$ cat src/hw/rtl/vpa_pkg.sv
package vpa_pkg;

   localparam int MEM_UNITS = 512;
   localparam int MAX_SEGS  = 64;
   localparam int MAX_PROCS = 64;

   localparam int SIZE_W     = 10;
   localparam int ID_W       = 8;
   localparam int SEG_IDX_W  = $clog2(MAX_SEGS);
   localparam int PROC_IDX_W = $clog2(MAX_PROCS);
   localparam int SEG_CNT_W  = $clog2(MAX_SEGS + 1);
   localparam int PROC_CNT_W = $clog2(MAX_PROCS + 1);

   localparam logic [1:0] POL_FIRST = 2'd0;
   localparam logic [1:0] POL_BEST  = 2'd1;
   localparam logic [1:0] POL_WORST = 2'd2;

   localparam logic KIND_ALLOC   = 1'b0;
   localparam logic KIND_RELEASE = 1'b1;

   localparam logic [1:0] ST_OK      = 2'd0;
   localparam logic [1:0] ST_NO_FIT  = 2'd1;
   localparam logic [1:0] ST_NO_PROC = 2'd2;
   localparam logic [1:0] ST_FULL    = 2'd3;

   typedef struct packed {
      logic              used;
      logic [SIZE_W-1:0] size;
   } seg_entry_type;

   typedef struct packed {
      logic [ID_W-1:0]   owner;
      logic [SIZE_W-1:0] start;
      logic [SIZE_W-1:0] len;
   } proc_entry_type;

   localparam int SEG_ENTRY_W  = $bits(seg_entry_type);
   localparam int PROC_ENTRY_W = $bits(proc_entry_type);

endpackage

$ cat src/hw/rtl/vpa_ram.sv
module vpa_ram #(
   parameter int WIDTH = 8,
   parameter int DEPTH = 64
) (
   input  logic                     clock,
   input  logic                     we,
   input  logic [$clog2(DEPTH)-1:0] waddr,
   input  logic [WIDTH-1:0]         wdata,
   input  logic [$clog2(DEPTH)-1:0] raddr,
   output logic [WIDTH-1:0]         rdata
);

   logic [WIDTH-1:0] mem [DEPTH];
   logic [WIDTH-1:0] rdata_ff;

   always_ff @(posedge clock) begin
      if (we) begin
         mem[waddr] <= wdata;
      end
      rdata_ff <= mem[raddr];
   end

   assign rdata = rdata_ff;

endmodule

$ cat src/hw/rtl/variable_partition_allocator.sv
// channel   ports                                        handshake
// request   req_kind, req_proc_id, req_req_size          start && !busy
// response  rsp_status, rsp_start_addr, rsp_block_size   rsp_valid, one cycle
// csr       csr_fit_policy                               csr_we
//
// Each item is walked over two tables with separate read and write ports and a
// registered read; every segment visited, process record visited or entry moved
// takes a read state and then an evaluate or write state. Allocate time grows
// with segments scanned and entries shifted; release time with segments and records.
// After reset the S_INIT state writes the initial segment; busy is high meanwhile.
// The response cannot be stalled; busy drops in the cycle rsp_valid is high.
module variable_partition_allocator
   import vpa_pkg::*;
(
   input  logic              clock,
   input  logic              reset,
   input  logic              start,
   output logic              busy,
   input  logic              req_kind,
   input  logic [ID_W-1:0]   req_proc_id,
   input  logic [SIZE_W-1:0] req_req_size,
   output logic              rsp_valid,
   output logic [1:0]        rsp_status,
   output logic [SIZE_W-1:0] rsp_start_addr,
   output logic [SIZE_W-1:0] rsp_block_size,
   input  logic              csr_we,
   input  logic [1:0]        csr_fit_policy
);

   typedef enum logic [4:0] {
      S_INIT, S_IDLE,
      S_A_RD, S_A_EV, S_A_CHK, S_A_UPRD, S_A_UPWR, S_A_NEW, S_A_PROC,
      S_R_PRD, S_R_PEV, S_R_SRD, S_R_SEV, S_R_NRD, S_R_NEV, S_R_PRV, S_R_PJ,
      S_SD_RD, S_SD_WR, S_P_RD, S_P_WR
   } state_type;

   state_type             state_ff, state_in;
   logic [1:0]            policy_ff, policy_in;
   logic [SEG_CNT_W-1:0]  seg_count_ff, seg_count_in;
   logic [PROC_CNT_W-1:0] proc_count_ff, proc_count_in;
   logic [SEG_CNT_W-1:0]  idx_ff, idx_in;
   logic [ID_W-1:0]       id_ff, id_in;
   logic [SIZE_W-1:0]     req_ff, req_in;
   logic [SIZE_W-1:0]     addr_ff, addr_in;
   logic                  found_ff, found_in;
   logic [SEG_IDX_W-1:0]  pick_ff, pick_in;
   logic [SIZE_W-1:0]     pick_addr_ff, pick_addr_in;
   logic [SIZE_W-1:0]     pick_left_ff, pick_left_in;
   logic [SIZE_W-1:0]     pick_size_ff, pick_size_in;
   logic [PROC_IDX_W-1:0] pj_ff, pj_in;
   logic [SIZE_W-1:0]     st_ff, st_in;
   logic [SIZE_W-1:0]     len_ff, len_in;
   logic [SEG_IDX_W-1:0]  k_ff, k_in;
   logic [SIZE_W-1:0]     ksize_ff, ksize_in;
   logic                  prev_free_ff, prev_free_in;
   logic [SIZE_W-1:0]     prev_size_ff, prev_size_in;
   logic                  sd_ret_ff, sd_ret_in;
   logic                  rsp_valid_ff, rsp_valid_in;
   logic [1:0]            rsp_status_ff, rsp_status_in;
   logic [SIZE_W-1:0]     rsp_addr_ff, rsp_addr_in;
   logic [SIZE_W-1:0]     rsp_size_ff, rsp_size_in;

   logic                  seg_we;
   logic [SEG_IDX_W-1:0]  seg_wa, seg_ra;
   seg_entry_type         seg_wd, seg_rd;
   logic                  proc_we;
   logic [PROC_IDX_W-1:0] proc_wa, proc_ra;
   proc_entry_type        proc_wd, proc_rd;

   logic                  first_fit;
   logic                  take;
   logic [SIZE_W-1:0]     left;
   logic [SIZE_W-1:0]     merged;

   vpa_ram #(.WIDTH(SEG_ENTRY_W), .DEPTH(MAX_SEGS)) u_seg_ram (
      .clock (clock),
      .we    (seg_we),
      .waddr (seg_wa),
      .wdata (seg_wd),
      .raddr (seg_ra),
      .rdata (seg_rd)
   );

   vpa_ram #(.WIDTH(PROC_ENTRY_W), .DEPTH(MAX_PROCS)) u_proc_ram (
      .clock (clock),
      .we    (proc_we),
      .waddr (proc_wa),
      .wdata (proc_wd),
      .raddr (proc_ra),
      .rdata (proc_rd)
   );

   assign first_fit = !(policy_ff == POL_BEST || policy_ff == POL_WORST);
   assign left      = seg_rd.size - req_ff;
   assign merged    = ksize_ff + seg_rd.size + SIZE_W'(1);

   always_comb begin
      unique case (policy_ff)
         POL_BEST:  take = !found_ff || (left < pick_left_ff);
         POL_WORST: take = !found_ff || (left >= pick_left_ff);
         default:   take = 1'b1;
      endcase
   end

   always_comb begin
      state_in      = state_ff;
      policy_in     = csr_we ? csr_fit_policy : policy_ff;
      seg_count_in  = seg_count_ff;
      proc_count_in = proc_count_ff;
      idx_in        = idx_ff;
      id_in         = id_ff;
      req_in        = req_ff;
      addr_in       = addr_ff;
      found_in      = found_ff;
      pick_in       = pick_ff;
      pick_addr_in  = pick_addr_ff;
      pick_left_in  = pick_left_ff;
      pick_size_in  = pick_size_ff;
      pj_in         = pj_ff;
      st_in         = st_ff;
      len_in        = len_ff;
      k_in          = k_ff;
      ksize_in      = ksize_ff;
      prev_free_in  = prev_free_ff;
      prev_size_in  = prev_size_ff;
      sd_ret_in     = sd_ret_ff;
      rsp_valid_in  = 1'b0;
      rsp_status_in = rsp_status_ff;
      rsp_addr_in   = rsp_addr_ff;
      rsp_size_in   = rsp_size_ff;
      seg_we        = 1'b0;
      seg_wa        = '0;
      seg_wd        = '0;
      seg_ra        = idx_ff[SEG_IDX_W-1:0];
      proc_we       = 1'b0;
      proc_wa       = '0;
      proc_wd       = '0;
      proc_ra       = idx_ff[PROC_IDX_W-1:0];

      unique case (state_ff)
         S_INIT: begin
            seg_we      = 1'b1;
            seg_wd.used = 1'b0;
            seg_wd.size = SIZE_W'(MEM_UNITS);
            state_in    = S_IDLE;
         end
         S_IDLE: begin
            if (start) begin
               id_in    = req_proc_id;
               req_in   = req_req_size;
               idx_in   = '0;
               addr_in  = '0;
               found_in = 1'b0;
               prev_free_in = 1'b0;
               state_in = (req_kind == KIND_ALLOC) ? S_A_RD : S_R_PRD;
            end
         end
         S_A_RD: begin
            state_in = (idx_ff == seg_count_ff) ? S_A_CHK : S_A_EV;
         end
         S_A_EV: begin
            state_in = S_A_RD;
            if (!seg_rd.used && seg_rd.size >= req_ff && take) begin
               found_in     = 1'b1;
               pick_in      = idx_ff[SEG_IDX_W-1:0];
               pick_addr_in = addr_ff;
               pick_left_in = left;
               pick_size_in = seg_rd.size;
               if (first_fit) begin
                  state_in = S_A_CHK;
               end
            end
            addr_in = addr_ff + seg_rd.size + SIZE_W'(1);
            idx_in  = idx_ff + SEG_CNT_W'(1);
         end
         S_A_CHK: begin
            if (!found_ff) begin
               rsp_valid_in  = 1'b1;
               rsp_status_in = ST_NO_FIT;
               rsp_addr_in   = '0;
               rsp_size_in   = '0;
               state_in      = S_IDLE;
            end else if (proc_count_ff == PROC_CNT_W'(MAX_PROCS) ||
                         (pick_left_ff != '0 && seg_count_ff == SEG_CNT_W'(MAX_SEGS))) begin
               rsp_valid_in  = 1'b1;
               rsp_status_in = ST_FULL;
               rsp_addr_in   = '0;
               rsp_size_in   = '0;
               state_in      = S_IDLE;
            end else if (pick_left_ff != '0) begin
               idx_in   = seg_count_ff;
               state_in = S_A_UPRD;
            end else begin
               seg_we      = 1'b1;
               seg_wa      = pick_ff;
               seg_wd.used = 1'b1;
               seg_wd.size = pick_size_ff;
               st_in       = pick_addr_ff;
               state_in    = S_A_PROC;
            end
         end
         S_A_UPRD: begin
            if (idx_ff == SEG_CNT_W'(pick_ff) + SEG_CNT_W'(1)) begin
               seg_we      = 1'b1;
               seg_wa      = pick_ff;
               seg_wd.used = 1'b0;
               seg_wd.size = pick_size_ff - req_ff - SIZE_W'(1);
               state_in    = S_A_NEW;
            end else begin
               seg_ra   = SEG_IDX_W'(idx_ff - SEG_CNT_W'(1));
               state_in = S_A_UPWR;
            end
         end
         S_A_UPWR: begin
            seg_we   = 1'b1;
            seg_wa   = idx_ff[SEG_IDX_W-1:0];
            seg_wd   = seg_rd;
            idx_in   = idx_ff - SEG_CNT_W'(1);
            state_in = S_A_UPRD;
         end
         S_A_NEW: begin
            seg_we       = 1'b1;
            seg_wa       = pick_ff + SEG_IDX_W'(1);
            seg_wd.used  = 1'b1;
            seg_wd.size  = req_ff;
            seg_count_in = seg_count_ff + SEG_CNT_W'(1);
            st_in        = pick_addr_ff + pick_size_ff - req_ff;
            state_in     = S_A_PROC;
         end
         S_A_PROC: begin
            proc_we       = 1'b1;
            proc_wa       = proc_count_ff[PROC_IDX_W-1:0];
            proc_wd.owner = id_ff;
            proc_wd.start = st_ff;
            proc_wd.len   = req_ff;
            proc_count_in = proc_count_ff + PROC_CNT_W'(1);
            rsp_valid_in  = 1'b1;
            rsp_status_in = ST_OK;
            rsp_addr_in   = st_ff;
            rsp_size_in   = req_ff;
            state_in      = S_IDLE;
         end
         S_R_PRD: begin
            if (PROC_CNT_W'(idx_ff) == proc_count_ff) begin
               rsp_valid_in  = 1'b1;
               rsp_status_in = ST_NO_PROC;
               rsp_addr_in   = '0;
               rsp_size_in   = '0;
               state_in      = S_IDLE;
            end else begin
               state_in = S_R_PEV;
            end
         end
         S_R_PEV: begin
            if (proc_rd.owner == id_ff) begin
               pj_in    = idx_ff[PROC_IDX_W-1:0];
               st_in    = proc_rd.start;
               len_in   = proc_rd.len;
               idx_in   = '0;
               state_in = S_R_SRD;
            end else begin
               idx_in   = idx_ff + SEG_CNT_W'(1);
               state_in = S_R_PRD;
            end
         end
         S_R_SRD: begin
            if (idx_ff == seg_count_ff) begin
               rsp_valid_in  = 1'b1;
               rsp_status_in = ST_NO_PROC;
               rsp_addr_in   = '0;
               rsp_size_in   = '0;
               state_in      = S_IDLE;
            end else begin
               state_in = S_R_SEV;
            end
         end
         S_R_SEV: begin
            if (addr_ff == st_ff) begin
               k_in     = idx_ff[SEG_IDX_W-1:0];
               ksize_in = seg_rd.size;
               state_in = S_R_NRD;
            end else begin
               prev_free_in = !seg_rd.used;
               prev_size_in = seg_rd.size;
               addr_in      = addr_ff + seg_rd.size + SIZE_W'(1);
               idx_in       = idx_ff + SEG_CNT_W'(1);
               state_in     = S_R_SRD;
            end
         end
         S_R_NRD: begin
            if (SEG_CNT_W'(k_ff) + SEG_CNT_W'(1) < seg_count_ff) begin
               seg_ra   = k_ff + SEG_IDX_W'(1);
               state_in = S_R_NEV;
            end else begin
               seg_we      = 1'b1;
               seg_wa      = k_ff;
               seg_wd.used = 1'b0;
               seg_wd.size = ksize_ff;
               state_in    = S_R_PRV;
            end
         end
         S_R_NEV: begin
            seg_we      = 1'b1;
            seg_wa      = k_ff;
            seg_wd.used = 1'b0;
            if (!seg_rd.used) begin
               seg_wd.size = merged;
               ksize_in    = merged;
               idx_in      = SEG_CNT_W'(k_ff) + SEG_CNT_W'(1);
               sd_ret_in   = 1'b0;
               state_in    = S_SD_RD;
            end else begin
               seg_wd.size = ksize_ff;
               state_in    = S_R_PRV;
            end
         end
         S_R_PRV: begin
            if (k_ff != '0 && prev_free_ff) begin
               seg_we      = 1'b1;
               seg_wa      = k_ff - SEG_IDX_W'(1);
               seg_wd.used = 1'b0;
               seg_wd.size = prev_size_ff + ksize_ff + SIZE_W'(1);
               idx_in      = SEG_CNT_W'(k_ff);
               sd_ret_in   = 1'b1;
               state_in    = S_SD_RD;
            end else begin
               state_in = S_R_PJ;
            end
         end
         S_SD_RD: begin
            if (idx_ff + SEG_CNT_W'(1) >= seg_count_ff) begin
               seg_count_in = seg_count_ff - SEG_CNT_W'(1);
               state_in     = sd_ret_ff ? S_R_PJ : S_R_PRV;
            end else begin
               seg_ra   = SEG_IDX_W'(idx_ff + SEG_CNT_W'(1));
               state_in = S_SD_WR;
            end
         end
         S_SD_WR: begin
            seg_we   = 1'b1;
            seg_wa   = idx_ff[SEG_IDX_W-1:0];
            seg_wd   = seg_rd;
            idx_in   = idx_ff + SEG_CNT_W'(1);
            state_in = S_SD_RD;
         end
         S_R_PJ: begin
            idx_in   = SEG_CNT_W'(pj_ff);
            state_in = S_P_RD;
         end
         S_P_RD: begin
            if (PROC_CNT_W'(idx_ff) + PROC_CNT_W'(1) >= proc_count_ff) begin
               proc_count_in = proc_count_ff - PROC_CNT_W'(1);
               rsp_valid_in  = 1'b1;
               rsp_status_in = ST_OK;
               rsp_addr_in   = st_ff;
               rsp_size_in   = len_ff;
               state_in      = S_IDLE;
            end else begin
               proc_ra  = PROC_IDX_W'(idx_ff + SEG_CNT_W'(1));
               state_in = S_P_WR;
            end
         end
         S_P_WR: begin
            proc_we  = 1'b1;
            proc_wa  = idx_ff[PROC_IDX_W-1:0];
            proc_wd  = proc_rd;
            idx_in   = idx_ff + SEG_CNT_W'(1);
            state_in = S_P_RD;
         end
         default: begin
            state_in = S_IDLE;
         end
      endcase
   end

   always_ff @(posedge clock) begin
      if (reset) begin
         state_ff      <= S_INIT;
         policy_ff     <= POL_FIRST;
         seg_count_ff  <= SEG_CNT_W'(1);
         proc_count_ff <= '0;
         rsp_valid_ff  <= 1'b0;
      end else begin
         state_ff      <= state_in;
         policy_ff     <= policy_in;
         seg_count_ff  <= seg_count_in;
         proc_count_ff <= proc_count_in;
         rsp_valid_ff  <= rsp_valid_in;
      end
      idx_ff        <= idx_in;
      id_ff         <= id_in;
      req_ff        <= req_in;
      addr_ff       <= addr_in;
      found_ff      <= found_in;
      pick_ff       <= pick_in;
      pick_addr_ff  <= pick_addr_in;
      pick_left_ff  <= pick_left_in;
      pick_size_ff  <= pick_size_in;
      pj_ff         <= pj_in;
      st_ff         <= st_in;
      len_ff        <= len_in;
      k_ff          <= k_in;
      ksize_ff      <= ksize_in;
      prev_free_ff  <= prev_free_in;
      prev_size_ff  <= prev_size_in;
      sd_ret_ff     <= sd_ret_in;
      rsp_status_ff <= rsp_status_in;
      rsp_addr_ff   <= rsp_addr_in;
      rsp_size_ff   <= rsp_size_in;
   end

   assign busy           = (state_ff != S_IDLE);
   assign rsp_valid      = rsp_valid_ff;
   assign rsp_status     = rsp_status_ff;
   assign rsp_start_addr = rsp_addr_ff;
   assign rsp_block_size = rsp_size_ff;

`ifndef SYNTHESIS
   a_seg_count: assert property (@(posedge clock) disable iff (reset)
      seg_count_ff != '0 && seg_count_ff <= SEG_CNT_W'(MAX_SEGS))
      else $error("segment count out of range");
   a_proc_count: assert property (@(posedge clock) disable iff (reset)
      proc_count_ff <= PROC_CNT_W'(MAX_PROCS))
      else $error("process count out of range");
   a_rsp_idle: assert property (@(posedge clock) disable iff (reset)
      rsp_valid_ff |-> state_ff == S_IDLE)
      else $error("response while still working");
   a_accept_busy: assert property (@(posedge clock) disable iff (reset)
      (start && !busy) |=> busy)
      else $error("accepted item did not raise busy");
`endif

endmodule
$ cat config.mk
export PLATFORM = sky130hd
export DESIGN_NAME = variable_partition_allocator
export DESIGN_NICKNAME = d
export VERILOG_FILES = /design/src/hw/rtl/vpa_pkg.sv /design/src/hw/rtl/vpa_ram.sv /design/src/hw/rtl/variable_partition_allocator.sv
export SDC_FILE = /design/constraint.sdc
export NUM_CORES = 2
export LEC_CHECK = 0
export ABC_AREA = 1
export BUFFER_PORTS_ARGS = -buffer_cell sky130_fd_sc_hd__clkbuf_2
export CAP_MARGIN = 15
export CORE_UTILIZATION = 40
export DETAILED_ROUTE_END_ITERATION = 12
export GPL_ROUTABILITY_DRIVEN = 0
export PLACE_DENSITY_LB_ADDON = 0.2
export SLEW_MARGIN = 40
export SYNTH_ARGS = -nofsm -noshare
export SYNTH_HDL_FRONTEND = slang
export SYNTH_SLANG_ARGS = --single-unit
$ cat constraint.sdc
create_clock -name clock -period 14.8 [get_ports clock]
set_input_delay 2.96 -clock clock [delete_from_list [all_inputs] [get_ports clock]]
set_output_delay 2.96 -clock clock [all_outputs]
set_load 0.05 [all_outputs]
-- After elaboration in Yosys (flattened, before gate mapping)
Memory sizes are Yosys's and may differ from the RTL's. A register that Yosys moved wholly into a read port is not among the register bits.
Cells that the tools add are included.
- eq/ne operators: 46
- bitwise logic cells: 1
- magnitude comparators: 6
- mux-type cells: 107
- $add $sub $neg: 22
- reduce and logical (&&, ||, !) cells: 43
- operator list (cell ; number):
    two-way mux 10 bit ; 17
    case mux 10 bit (5 select lines) ; 2
    case mux 5 bit (18 select lines) ; 1
    case mux 11 bit (8 select lines) ; 1
    two-way mux 7 bit ; 10
    two-way mux 6 bit ; 11
    case mux 7 bit (9 select lines) ; 1
    case mux 10 bit (3 select lines) ; 2
    case mux 28 bit (2 select lines) ; 1
    case mux 6 bit (7 select lines) ; 1
    adder 10 bit ; 4
    == test 5 x 4 -> 1 bit, second input constant ; 8
    two-way mux 11 bit ; 3
    adder 10 x 1 -> 10 bit, second input constant ; 3
    inequality test 2 bit, second input constant ; 15
    subtractor 10 bit ; 3
    case mux 7 bit (2 select lines) ; 2
    == test 5 bit, second input constant ; 5
    two-way mux 5 bit ; 5
    two-way mux 1 bit ; 24
    two-way mux 4 bit ; 6
    adder 7 x 1 -> 7 bit, second input constant ; 3
    == test 7 bit ; 3
    subtractor 7 x 1 -> 7 bit, second input constant ; 3
    44 further kinds ; 91
- output and inout bits: 24
- memories: 2
- word-level logic and storage cells: 252
- input port bits: 25
- bits in registers: 170
- bits in writable memories: 2496
- memories (name ; words ; bits a word ; rd ports ; clocked after memory_dff ; write ports ; line ; RTL):
    u_proc_ram.mem ; 64 ; 28 ; 1 ; 1 ; 1 ; vpa_ram.sv:13 ; logic [WIDTH-1:0] mem [DEPTH];
    u_seg_ram.mem ; 64 ; 11 ; 1 ; 1 ; 1 ; vpa_ram.sv:13 ;

-- Logic depth before layout (Yosys ltp)
- word-level depth: 8
- depth in mapped cells: 27
- mapped depth without buffers: 25

-- Cells and area by module
From an unflattened synthesis, not the netlist that was laid out.
- cell total of the unflattened synthesis: 10193
- area total of the unflattened synthesis: 114716.3 um^2
- modules (own cells, without submodules) (module ; area an instance (um^2) ; instances ; cells an instance):
    vpa_ram at u_proc_ram ; 72911.2 ; 1 ; 6102
    vpa_ram at u_seg_ram ; 28825.1 ; 1 ; 2446
    variable_partition_allocator ; 12979.9 ; 1 ; 1645

-- Worst setup path after synthesis
OpenSTA, ideal clock, no wires.
- kind: register to register
- start point: register req_ff[0]
- end point: memory u_seg_ram.mem[0][6] (netlist bit), data pin
- setup slack: 7.917 ns
- period minus slack after synthesis: 6.883 ns
- cell stages (with the launch flop): 10
- required time: 13.791 ns
- arrival time: 5.875 ns
- path through: edfxtp_1 inv_1 ha_1 inv_1 fa_1 o31ai_1 a21oi_1 nor2_1 nor3_1 o311ai_0
- RTL lines (what ; line ; RTL):
    from (decl) ; variable_partition_allocator.sv:43 ; logic [SIZE_W-1:0] req_ff, req_in;
    from (signal assigned) ; variable_partition_allocator.sv:392 ; req_ff <= req_in;
    to (decl) ; vpa_ram.sv:13 ;

-- Final worst setup path
- start point: register idx_ff[4]
- end point: register u_proc_ram.rdata_ff[22], in the netlist u_proc_ram.rdata[22] (read register of u_proc_ram.mem)
- cells in the longest elaborated chain, start to end: 4
- ends and longest elaborated chain (what ; line ; RTL):
    from (decl) ; variable_partition_allocator.sv:41 ; logic [SEG_CNT_W-1:0] idx_ff, idx_in;
    from (signal assigned) ; variable_partition_allocator.sv:390 ; idx_ff <= idx_in;
    adder 7 x 1 -> 7 bit ; variable_partition_allocator.sv:351 ; if (PROC_CNT_W'(idx_ff) + PROC_CNT_W'(1) >= proc_count_ff) begin
    >= comparator 7 bit ; variable_partition_allocator.sv:351 ;
    two-way mux 6 bit ; variable_partition_allocator.sv:351 ;
    two-way mux 6 bit (*) ; variable_partition_allocator.sv:140 ; unique case (state_ff)
    to (decl) ; vpa_ram.sv:14 ; logic [WIDTH-1:0] rdata_ff;
Every way passes the cells marked *; elsewhere a longest branch is shown, timed or not.
A chain may end at the register's enable or synchronous reset.

==> impl_metrics.yaml <==
worst_setup_path:
  critPathMaxFanout: 127
  worstPathRequired_ns: 15.60
  r2r_slack_ns: 7.43
  critPathKind: "flop to flop"
  ff2ff_path_depth: 26
  critPathLaunchType: "flop"
  arrival_ns: 8.17
  critPathCaptureType: "flop"
route:
  drt_iter0_markers: 9886
  vias: 78528
  wl_per_cell_um: 25.73
  avgViaCountPerCell: 5.664
  ant_nets: 0
  drc: 0
  drt_pass1_iterations: 8
  wl_um: 356700
min_path:
  worstHoldPathType: "flop to flop"
  hold_depth: 2
synthesis:
  synth_cell_types: 61
  synth_edf_count: 2644
  async_reset_ff_share_pct: 0
  ys_seq_area_share_pct: 69.35
  synth_area_per_cell_um2: 11.90
  ys_warn_count: 0
  syn-instance-count: 9770
  ys.flop_type: "edfxtp_1"
  syn_area_mm2: 0.1162
  synth_nets: 9914
  ys_seq_elements: 2705
pwr:
  p_leak_nw: 45.06
  p_comb_share_pct: 33.0
  power.density_mw_per_mm2: 182.8
  power.net_switching_mw: 9.155
  switching_share_pct: 38.11
  sequentialPowerShare_pct: 37.3
  vdd_drop_max_uv: 153.1
  internal-power_mw: 14.87
  pwr-share-clk_pct: 29.7
sta:
  hold_viol: 0
  finalMaxSlewViolations: 0
  maxSlewHeadroom_pct: 40.18
  layout_min_cycle_time_ns: 7.373
  setup_tns_ns: 0
  clock_skew_ns: 0.09806
  grt_setup_unrepaired: "no"
  finalCritPeriodShare_pct: 49.81
  tightest_slew_ns: 0.8973
  finalSetupViolCount: 0
  fmax_mhz: 135.6
cts:
  cts_root_buf: "clkbuf_16"
  post-cts-setup-buffers: 0
  tritoncts: "yes"
  clk_path_buf_depth: 4
  cts_buffers: 298
  cts.sinks: 2705
  post_cts_resized: 0
  clkTransAtPathRegs_ns: 0.06
  clk_latency_ns: 0.87
  h-tree-depth: 5
  cts_hold_buf: 0
grt:
  grt_overflow: 0
  antenna_found_initial: 9
  track_usage_pct: 23.77
  grt_max_degree: 207
  grt_pass1_vias: 74081
  grt_pass1_wl_um: 517400
run_status:
  outcome: "completed"
layout:
  postLayoutCoreUtil_pct: 45.54
  final_common_cell: "edfxtp_1"
  nNetsFinal: 9899
  final_cell_count_no_fill: 13865
  layout-area-overhead-vs-synth_pct: 13.07
  final_cell_mix: "edfxtp_1, nand3_1, inv_1, o21ai_0, nand2_1"
  postLayoutCellArea_mm2: 0.1314
  drive_gt1_share_pct: 9.207
  seqCellArea_mm2: 0.08062
  multi_input_area_mm2: 0.03036
  n_fill_cell: 25976
die:
  row_count: 197
  die_x_um: 541.1
  dieArea_mm2: 0.2928
  fp.dieH_um: 541.1
  ios: 49
  initial_core_util_pct: 40.27
  design.core.area_mm2: 0.2886
placed_design:
  port-buffer-count: 48
  dp_hpwl_um: 197800
  dpl_cell_area_mm2: 0.1220
  dp.cells: 13326
job:
  cap_violations: 0
[kinds of logic (layout without fill, tap and decap cells)]
family          Yosys count  count (layout)  share of synthesized area (%)
simple gates           3456            3456                          14.03
flops                  2705            2705                          69.35
compound gates         1829            1829                          9.215
buf+inv                1612            1823                          5.653
fa+ha+maj               119             119                          1.384
xor+xnor                 49              49                         0.3692
other cells               0               4                              0
[layer usage]
metal,part of all wire (%),wire (µm),up-vias,track usage [%]
met3,9.1,32610,527,3.992
met2,44,158700,3519,36.01
met5,0,0,-,0
met1,44,156500,39435,35.29
li1,-,-,35047,-
met4,2.5,8966,0,6.093
[final timing paths]
path,startpoint,endpoint
setup / recovery,idx_ff[4],u_proc_ram.rdata[22]
setup reg to reg,idx_ff[4],u_proc_ram.rdata[22]
hold reg to reg,policy_ff[0],policy_ff[0]
hold / removal,policy_ff[0],policy_ff[0]
[critical path: stages, from the launching register on]
cell and delay, ns:
edfxtp_1 0.79, inv_1 0.27, nor3_1 0.29, xor2_1 0.27, inv_1 0.11, ha_1 0.33
nand2_1 0.08, o21ai_0 0.19, a21oi_1 0.07, nand2_1 0.19, nor2_8 0.07, inv_2 0.24
nand2_1 0.20, nand2_8 0.41, buf_4 0.70, buf_12 0.37, buf_16 0.42, buf_6 0.55
buf_6 0.61, o21ai_0 0.18, inv_1 0.09, o21ai_0 0.09, nand3_1 0.11, nand3_1 0.10
nand3_1 0.12, nand3_1 0.12, nand2_1 0.09
[synth_stat cells (20+ instances only)]
cell type	count	area, µm²
xor2_1	36	315.3
edfxtp_1	2644	79400
inv_2	20	75.07
buf_2	240	1201
o211ai_1	433	3251
nand4_1	32	200.2
o21bai_1	67	503.0
or2_0	157	982.2
clkbuf_1	277	1040
nor2_1	815	3059
nor3_1	28	140.1
buf_1	31	116.4
dfxtp_1	61	1221
nand3_1	1385	6932
o21ai_0	830	4154
nand2_1	754	2830
o21ai_1	150	750.7
inv_1	996	3739
nand3b_1	235	1764
a21oi_1	230	1151
o22ai_1	43	269.0
ha_1	103	1289
buf_4	20	150.1
[cell type report]
type	instances	share of cell area (%)
multi-input cells	5453	23.10
well taps	3880	3.693
clock inverters	128	0.8244
repair buffers	276	1.930
flip-flops and latches	2705	61.33
clock buffers	398	6.156
inverters	1021	2.954
diodes	4	0.007615
[flip-flops by register name (all words and copies together), names as in the netlist, 7 cells and up]
name,cells
addr_ff,10
id_ff,8
idx_ff,7
ksize_ff,10
len_ff,10
pick_addr_ff,10
pick_left_ff,10
pick_size_ff,10
prev_size_ff,10
proc_count_ff,7
req_ff,10
rsp_block_size,10
rsp_start_addr,10
seg_count_ff,7
st_ff,10
u_proc_ram.mem,1792
u_proc_ram.rdata,28
u_seg_ram.mem,704
u_seg_ram.rdata,11
[power groups by stage]
stage                     clock, mW  combinational [mW]  sequential, mW
after detailed placement          0                7.83            9.10
after global placement            0                7.70            9.11
final                          7.14                7.93            8.96
after floorplan                   0                4.93            9.02
after CTS                      7.22                7.85            8.94
after global routing           7.51                8.59            8.95
[stage by stage]
| stage | hold slack (ns) | setup WS, ns | power [mW] |
|---|---|---|---|
| final | 0.4709 | 7.427 | 24.02 |
| after floorplan | 0.4086 | 7.917 | 13.95 |
| after global routing | 0.4994 | 6.952 | 25.05 |
| after global placement | 0.4585 | 6.916 | 16.80 |
| after detailed placement | 0.4662 | 7.166 | 16.94 |
| after CTS | 0.4741 | 7.160 | 24.01 |
(Power assumes the default switching activity.)
